File: src/design/tlb_pkg.sv
// Package with shared types and constants for the TLB and LRU address translator.
`timescale 1ns / 1ps
package tlb_pkg;
  localparam int TlbDepthDefault   = 16;
  localparam int TableDepthDefault = 256;
  localparam int OffsetBitsDefault = 8;
  localparam int AddrBits          = 16;
  localparam int CfgBits           = 9;
  localparam logic [CfgBits-1:0] FrameCountReset = 9'd256;

  // Commands from the controller to the datapath.
  typedef struct packed {
    logic load;        // capture the incoming address and clear the scan
    logic tlb_step;    // compare one TLB entry
    logic tbl_cmp;     // compare the returned table entry
    logic shift_rd;    // read entry index+1 during a shift
    logic shift_wr;    // write entry index with the data read
    logic tail_wr;     // write the held entry at the tail
    logic alloc;       // take a free frame
    logic evict;       // start an eviction from entry 0
    logic tlb_fill;    // write the TLB
    logic tlb_inval;   // invalidate TLB entries of the victim
    logic result;      // load the output register
  } tlb_cmd_t;

  // Status from the datapath to the controller.
  typedef struct packed {
    logic tlb_done;
    logic tlb_hit;
    logic scan_last;   // the scan index is the last occupied entry
    logic tbl_empty;
    logic tbl_match;
    logic tbl_frame_match;
    logic need_evict;
    logic shift_last;
  } tlb_sts_t;
endpackage

File: src/design/tlb_ctrl.sv
// Controller state machine sequencing lookups, table scans and shifts.
`timescale 1ns / 1ps
module tlb_ctrl import tlb_pkg::*; (
  input  logic     clk,
  input  logic     rst,
  input  logic     in_valid,
  output logic     in_ready,
  output logic     out_valid,
  input  logic     out_ready,
  output tlb_cmd_t cmd,
  input  tlb_sts_t sts
);
  typedef enum logic [3:0] {
    S_IDLE, S_TLB, S_RD, S_CMP, S_EV_RD, S_EV_CMP, S_SH_RD, S_SH_WR,
    S_TAIL, S_OUT, S_WAIT
  } state_t;

  state_t state, state_next;
  logic   out_valid_next;

  always_comb begin
    cmd = '0;
    state_next = state;
    out_valid_next = out_valid;
    in_ready = (state == S_IDLE) && !out_valid;
    unique case (state)
      S_IDLE: begin
        if (in_valid && in_ready) begin
          cmd.load = 1'b1;
          state_next = S_TLB;
        end
      end
      S_TLB: begin
        cmd.tlb_step = 1'b1;
        if (sts.tlb_done) begin
          cmd.tlb_step = 1'b0;
          state_next = sts.tbl_empty ? (sts.tlb_hit ? S_OUT : S_EV_RD) : S_RD;
        end
      end
      S_RD: begin
        state_next = S_CMP;
      end
      S_CMP: begin
        cmd.tbl_cmp = 1'b1;
        if (sts.tbl_match || (sts.tlb_hit && sts.tbl_frame_match)) begin
          state_next = sts.scan_last ? S_TAIL : S_SH_RD;
        end else if (sts.scan_last) begin
          state_next = sts.tlb_hit ? S_OUT : S_EV_RD;
        end else begin
          state_next = S_RD;
        end
      end
      S_EV_RD: begin
        // Table entry 0 is read here; a scan without a match ends at index 0.
        state_next = S_EV_CMP;
      end
      S_EV_CMP: begin
        if (sts.need_evict) begin
          cmd.evict = 1'b1;
          state_next = S_WAIT;
        end else begin
          cmd.alloc = 1'b1;
          cmd.tlb_fill = 1'b0;
          state_next = S_TAIL;
        end
      end
      S_WAIT: begin
        cmd.tlb_inval = 1'b1;
        state_next = sts.scan_last ? S_TAIL : S_SH_RD;
      end
      S_SH_RD: begin
        cmd.shift_rd = 1'b1;
        state_next = S_SH_WR;
      end
      S_SH_WR: begin
        cmd.shift_wr = 1'b1;
        state_next = sts.shift_last ? S_TAIL : S_SH_RD;
      end
      S_TAIL: begin
        cmd.tail_wr = 1'b1;
        // Every miss ends with the final frame in the frame register, so the
        // TLB is filled here once the table work is done.
        if (!sts.tlb_hit) cmd.tlb_fill = 1'b1;
        state_next = S_OUT;
      end
      S_OUT: begin
        cmd.result = 1'b1;
        out_valid_next = 1'b1;
        state_next = S_IDLE;
      end
      default: state_next = S_IDLE;
    endcase
    if (out_valid && out_ready) out_valid_next = 1'b0;
    if (state == S_OUT) out_valid_next = 1'b1;
  end

  always_ff @(posedge clk) begin
    if (rst) begin
      state     <= S_IDLE;
      out_valid <= 1'b0;
    end else begin
      state     <= state_next;
      out_valid <= out_valid_next;
    end
  end
endmodule

File: config.mk
export PLATFORM = sky130hd
export DESIGN_NAME = tlb_ctrl
export DESIGN_NICKNAME = d
export VERILOG_FILES = /design/src/design/tlb_pkg.sv /design/src/design/tlb_ctrl.sv
export SDC_FILE = /design/constraint.sdc
export NUM_CORES = 1
export LEC_CHECK = 0
export BUFFER_PORTS_ARGS = -buffer_cell sky130_fd_sc_hd__buf_2
export CORE_AREA = 2 2 40 42
export DETAILED_ROUTE_END_ITERATION = 7
export DIE_AREA = 0 0 42 44
export PLACE_DENSITY = 0.68
export SLEW_MARGIN = 0
export SYNTH_ARGS = -nofsm -noshare
export SYNTH_HDL_FRONTEND = slang
export SYNTH_SLANG_ARGS = --single-unit
File: constraint.sdc
create_clock -name clk -period 2.1 [get_ports clk]
set_input_delay 0.21 -clock clk [delete_from_list [all_inputs] [get_ports clk]]
set_output_delay 0.21 -clock clk [all_outputs]
set_load 0.05 [all_outputs]
-- After elaboration in Yosys (flattened, before gate mapping)
Index checks and enable logic that the tools add are counted.
- bits in registers: 5
- output and inout port bits: 13
- eq/ne operators: 12
- muxes and demuxes: 27
- reduce and logical (&&, ||, !) cells: 9
- operators with widths (operator ; number):
    $pmux W4 S10 ; 1
    $mux W4 ; 8
    $eq A4 B3 Y1 const B ; 4
    $mux W1 ; 16
    $eq A4 B4 Y1 const B ; 3
    $eq A4 B2 Y1 const B ; 2
    $eq A4 B1 Y1 const B ; 1
    $logic_and A1 B1 Y1 ; 4
    $logic_not A4 Y1 ; 1
    $mux W2 ; 2
    $ne A2 B1 Y1 const B ; 1
    $ne A2 B2 Y1 const B ; 1
    $reduce_and A2 Y1 ; 1
    $reduce_bool A2 Y1 ; 1
    $logic_not A1 Y1 ; 1
    $logic_or A1 B1 Y1 ; 1

-- Depth between registers and ports, before layout
Gate-level depths: netlist of run 1.
- word-level depth: 5
- gate-level depth with buffers: 6
- gate-level depth less buffers: 4

-- Worst setup path before layout of run 1
Ideal clock, no wire load.
- path type: register to output
- start point: register state[0]
- end point: output cmd[2] in the netlist's numbering
- arrival: 2128 ps
- required time: 1890 ps
- slack: -238 ps
- stages on the path, launching flop included: 4
- path buffers: 2
- cell sequence: dfxtp_1 > buf_6 > buf_4 > nor4_1
- RTL lines (element ; RTL line ; text):
    from (decl) ; tlb_ctrl.sv:18 ; state_t state, state_next;
    from (signal assigned) ; tlb_ctrl.sv:102 ; state <= state_next;
    to (decl) ; tlb_ctrl.sv:10 ; output tlb_cmd_t cmd,

==> results of run 1 <==
[state kept, by name, summed over array words and instances, names as in the netlist]
signal	flops
state	4
out_valid	1
[worst paths after layout]
| check | start | to | cells past startpoint |
|---|---|---|---|
| max | state[0] | cmd[8] | 3 |
| min | rst | out_valid | 2 |
| max reg2reg | state[0] | state[3] | 4 |
| min reg2reg | out_valid | out_valid | 2 |
[cell families after synthesis]
| kind of cell | after synthesis | synth area share |
|---|---|---|
| DFF | 5 | 0.187 |
| muxes | 1 | 0.0211 |
| and+or+nand+nor | 37 | 0.400 |
| AOI/OAI and AO/OA | 19 | 0.237 |
| buffers and inverters | 10 | 0.155 |
[synth_stat cells (3+ instances only)]
| library cell | instances | area share |
|---|---|---|
| nand2b_1 | 4 | 0.047 |
| inv_1 | 3 | 0.021 |
| nor2_1 | 9 | 0.063 |
| dfxtp_1 | 5 | 0.19 |
| nor3_1 | 4 | 0.037 |
| o21ai_0 | 3 | 0.028 |
| a21oi_1 | 5 | 0.047 |
| buf_6 | 5 | 0.11 |
| nand2_1 | 5 | 0.035 |
[layout make-up]
cell class,count,share of cell area
multi-input cells,57,0.567
flip-flops and latches,5,0.156
inverters,3,0.0175
repair buffers,24,0.187
clock buffers,4,0.0409
well taps,16,0.0312
[per-layer routing]
layer	vias up	wire length, um	track usage	share of wire
li1	306	-	-	-
met1	248	605	0.193	0.49
met2	11	596	0.231	0.48
met3	0	36	0.0125	0.029
met4	0	0	0.0581	0
met5	-	0	0	0
[power groups by stage]
stage	sequential, W	combinational (W)	clock, W
global route	0.000126	0.000134	0.000117
CTS	0.000123	0.000125	0.000107
floorplan	0.000106	0.000124	0
global placement	0.000124	0.000124	0
finish	0.000124	0.000124	0.000106
detailed placement	0.000125	0.000124	0
[critical path, stage by stage (launching register included)]
cell,delay [ns]
dfxtp_1,0.70
nand2_1,0.17
nor3_2,0.20
buf_2,0.30
[layout by cell type, fill, tap and decap left out, types with 2 or more instances in the layout]
cell type	synthesis	layout
a21oi_1	5	5
a31oi_1	2	2
buf_2	0	24
clkbuf_4	0	3
dfxtp_1	5	5
inv_1	3	3
nand2_1	5	5
nand2b_1	4	4
nand3_1	2	2
nor2_1	9	9
nor2b_1	2	2
nor3_1	4	4
nor3_2	2	2
nor4_2	0	2
o21ai_0	3	3
o22ai_1	2	2
[through the flow]
step | total power [W] | setup WS [ns] | util | hold WS, ns | instance area (um^2)
after detailed placement | 0.000249 | 0.543 | 0.434 | 0.400 | 616
final | 0.000354 | 0.286 | 0.452 | 0.159 | 642
after floorplan | 0.000229 | 0.152 | - | 0.282 | 547
after CTS | 0.000355 | 0.290 | 0.452 | 0.158 | 642
after global routing | 0.000377 | 0.117 | 0.452 | 0.164 | 642
after global placement | 0.000248 | 0.582 | 0.434 | 0.398 | 616
==> flow_summary.yaml, run 1 <==
cts:
  cts_tree: "yes"
  numCtsBuffers: 3
  cts_resized: 0
  cts.path.max_buffers: 2
  cts_setup_buffers: 0
  insertion_delay_ns: 0.23
  clk_pin_slew_ns: 0.04
  clkSinkCount: 5
  cts_root_buf: "clkbuf_4"
  htreeDepth: 1
  cts_hold_buf: 0
sta:
  setup_viol: 0
  tightest_slew_ns: 0.609
  rsz0062_at_grt: "no"
  hold_violations: 0
  relSlewSlack: 0.593
  fin_setup_tns_ns: 0
  final.min_clock_period_ns: 1.81
  skew_ns: 0.00230
  fmax_mhz: 551
  report.final.slew_viol_count: 0
  finalCritPeriodShare: 0.864
worst_setup_path:
  critical_path_class: "reg -> out"
  arrival_ns: 1.60
  r2r_slack_ns: 0.65
  cp.required_ns: 1.89
  critPathLaunchType: "flip-flop"
  cp_max_fo: 17
  critPathCaptureType: "output port"
global_routing:
  grt_pass1_vias: 482
  grtUsageTotal: 0.142
  grt_remaining_overflow: 0
  grt_pass1_wl_mm: 2.04
  antenna_found_initial: 0
  grt_max_degree: 18
run_status:
  status: "finished, final reports clean"
die:
  rows: 14
  die_w_um: 42
  initial_core_util: 0.377
  ios: 25
  die_y_um: 44
  die_area_mm2: 0.00185
  core_mm2: 0.00142
routing:
  ant_nets: 0
  dr.pass1.iters: 4
  wl_per_cell_um: 11.4
  vias: 565
  vias_per_cell: 5.18
  drt_iter0_drc: 11
  drc: 0
  routed_wl_mm: 1.24
place:
  io_buffers: 24
  placedCellCount: 105
  gp_congestion: 0.745
  hpwlAfterDp_um: 930
logic_synthesis:
  yosys_warnings: 0
  synth_edf_count: 0
  synth_nets: 84
  yosysSeqAreaShare: 0.187
  yosys.cell_types.count: 31
  ys_ff_latch: 5
  syn_area_per_cell_um2: 7.42
  syn_inst: 72
  synth-main-ff-cell: "dfxtp_1"
  async_flop_share: 0
  syn_area_um2: 534
final_layout:
  seqCellArea_um2: 100
  num-fill-cells: 152
  multiInputGateArea_um2: 364
  n_antenna_cell: 0
  drive_above_1_share: 0.387
  nets: 106
  final_cells: 109
  area_delta_synth_final_pct: 20.1
pwr:
  switching_share: 0.390
  netSwitchingPower_w: 0.000138
  powerDensity_mw_per_mm2: 552
  peakVddDrop_mv: 0.199
  power_frac_clock: 0.300
  comb_power_share: 0.350
  p_int_w: 0.000216
  p_leak_nw: 0.283
  pwr-share-seq: 0.350
hold_path:
  hp-class: "in -> reg"
job:
  max_cap_viol_count: 0
No activity file was read; power rests on OpenSTA's default activity.
==> run 2: changes to the inputs <==
==> constraint.sdc (replaced) <==
create_clock -name clk -period 1.85 [get_ports clk]
set_input_delay 0.185 -clock clk [delete_from_list [all_inputs] [get_ports clk]]
set_output_delay 0.185 -clock clk [all_outputs]
set_load 0.05 [all_outputs]
==> flow_summary.yaml, run 2 (same netlist as run 1, synthesis figures left out) <==
run_status:
  status: "finished, final reports clean"
sta:
  finalCritPeriodShare: 0.906
  final.min_clock_period_ns: 1.68
  hold_violations: 0
  rsz0062_at_grt: "no"
  finalWorstSetupSlack_ns: 0.174
  fmax_mhz: 597
  tightest_slew_ns: 0.412
  setup_viol: 0
  relSlewSlack: 0.725
  report.final.slew_viol_count: 0
  skew_ns: 0.00228
worst_setup_path:
  cp.required_ns: 1.66
  cp_max_fo: 10
  critPathLaunchType: "flip-flop"
  arrival_ns: 1.49
  worst_path_max_delay_cell: "dfxtp_1"
  max_stage_delay_ns: 0.55
  critPathTopFamily: "flip-flops"
  r2r_cells: 4
  critical_path_class: "reg -> out"
  crit_buf_inv: 1
  critPathCaptureType: "output port"
  path_cells: "nand2b_1 -> nor3b_2 -> buf_2"
  path_depth: 3
place:
  io_buffers: 24
  hpwlAfterDp_um: 954
  gp_congestion: 0.801
  placed_cell_area_um2: 628
  dp_slack_ns: 0.364
final_layout:
  area_delta_synth_final_pct: 23.0
  regMostFlops: "state"
  largest_register_ffs: 4
  layout_top_registers: "state: 4 flops, out_valid: 1 flops"
  mostFrequentLayoutCell: "buf_2"
  n_antenna_cell: 0
  drive_above_1_share: 0.426
  layout_common_cells: "buf_2, nor2_1, nand2_1, a21oi_1"
  stdcell_area_um2: 657
  final_util: 0.463
  nets: 107
global_routing:
  antenna_found_initial: 0
  grt_max_degree: 18
  grt_pass1_vias: 500
  grtUsageTotal: 0.148
  grt_pass1_wl_mm: 2.08
  grt_remaining_overflow: 0
cts:
  clk_pin_slew_ns: 0.04
  cts_root_buf: "clkbuf_4"
  numCtsBuffers: 3
  cts_tree: "yes"
  htreeDepth: 1
  cts_setup_buffers: 0
  insertion_delay_ns: 0.24
  cts.path.max_buffers: 2
  clkSinkCount: 5
routing:
  routed_wl_mm: 1.29
  drc: 0
  ant_nets: 0
  vias_per_cell: 5.45
  vias: 600
  wl_per_cell_um: 11.7
  drt_iter0_drc: 7
  dr.pass1.iters: 4
hold_path:
  holdPathStages: 2
  hp-class: "in -> reg"
die:
  initial_core_util: 0.377
  die_w_um: 42
  core_mm2: 0.00142
  die_area_mm2: 0.00185
  ios: 25
  rows: 14
  die_y_um: 44
pwr:
  peakVddDrop_mv: 0.391
  powerDensity_mw_per_mm2: 628
  p_leak_nw: 0.289
job:
  max_cap_viol_count: 0
## run 2: worst reg2reg max path: stages, from the launching register on
cell and delay [ns]:
dfxtp_1 0.56, buf_4 0.23, nor4bb_1 0.21, o21ai_0 0.12
a31oi_1 0.16
## run 2: final timing paths
kind / startpoint / to / slack [ns]
max: state[3] / cmd[1] / 0.17
min: rst / out_valid / 0.12
max reg2reg: state[0] / state[2] / 0.48
min reg2reg: out_valid / out_valid / 0.54
## run 2: area by class of cell
type                       instances  area (um^2)
fill                             158          762
inverter                           3         11.3
sequential                         5          103
tap                               16         20.0
timing repair buffer              25          128
clock buffer                       4         26.3
multi-input combinational         57          369
## run 2: what timing repair did
| item | in CTS | in global routing |
|---|---|---|
| endpoints found under the setup margin | 0 | 2 |
| hold buffers | 0 | 0 |
| gates resized for setup | 0 | 2 |
## run 2: layer usage
layer  GRT usage  wire (um)  vias up
li1            -          -      300
met1       0.201        576      279
met2       0.231        638       21
met3      0.0292         74        0
met4      0.0581          0        0
met5           0          0        -
## run 2: per-stage QoR
step	hold WS, ns	TNS (ns)	total power (W)	std cells
detailed placement	0.373	0	0.000289	106
global placement	0.372	0	0.000287	106
global route	0.131	0	0.000438	110
finish	0.124	0	0.000413	110
CTS	0.121	0	0.000415	110
floorplan	0.257	-0.00585	0.000261	72
## run 2: power by group
part	switching [W]	internal (W)	total, W	leakage (nW)
Clock	0.0000427	0.0000814	0.000124	0.0150
Sequential	0.0000217	0.000115	0.000137	0.0417
Combinational	0.0000989	0.0000530	0.000152	0.233
Total	0.000163	0.000249	0.000413	0.289
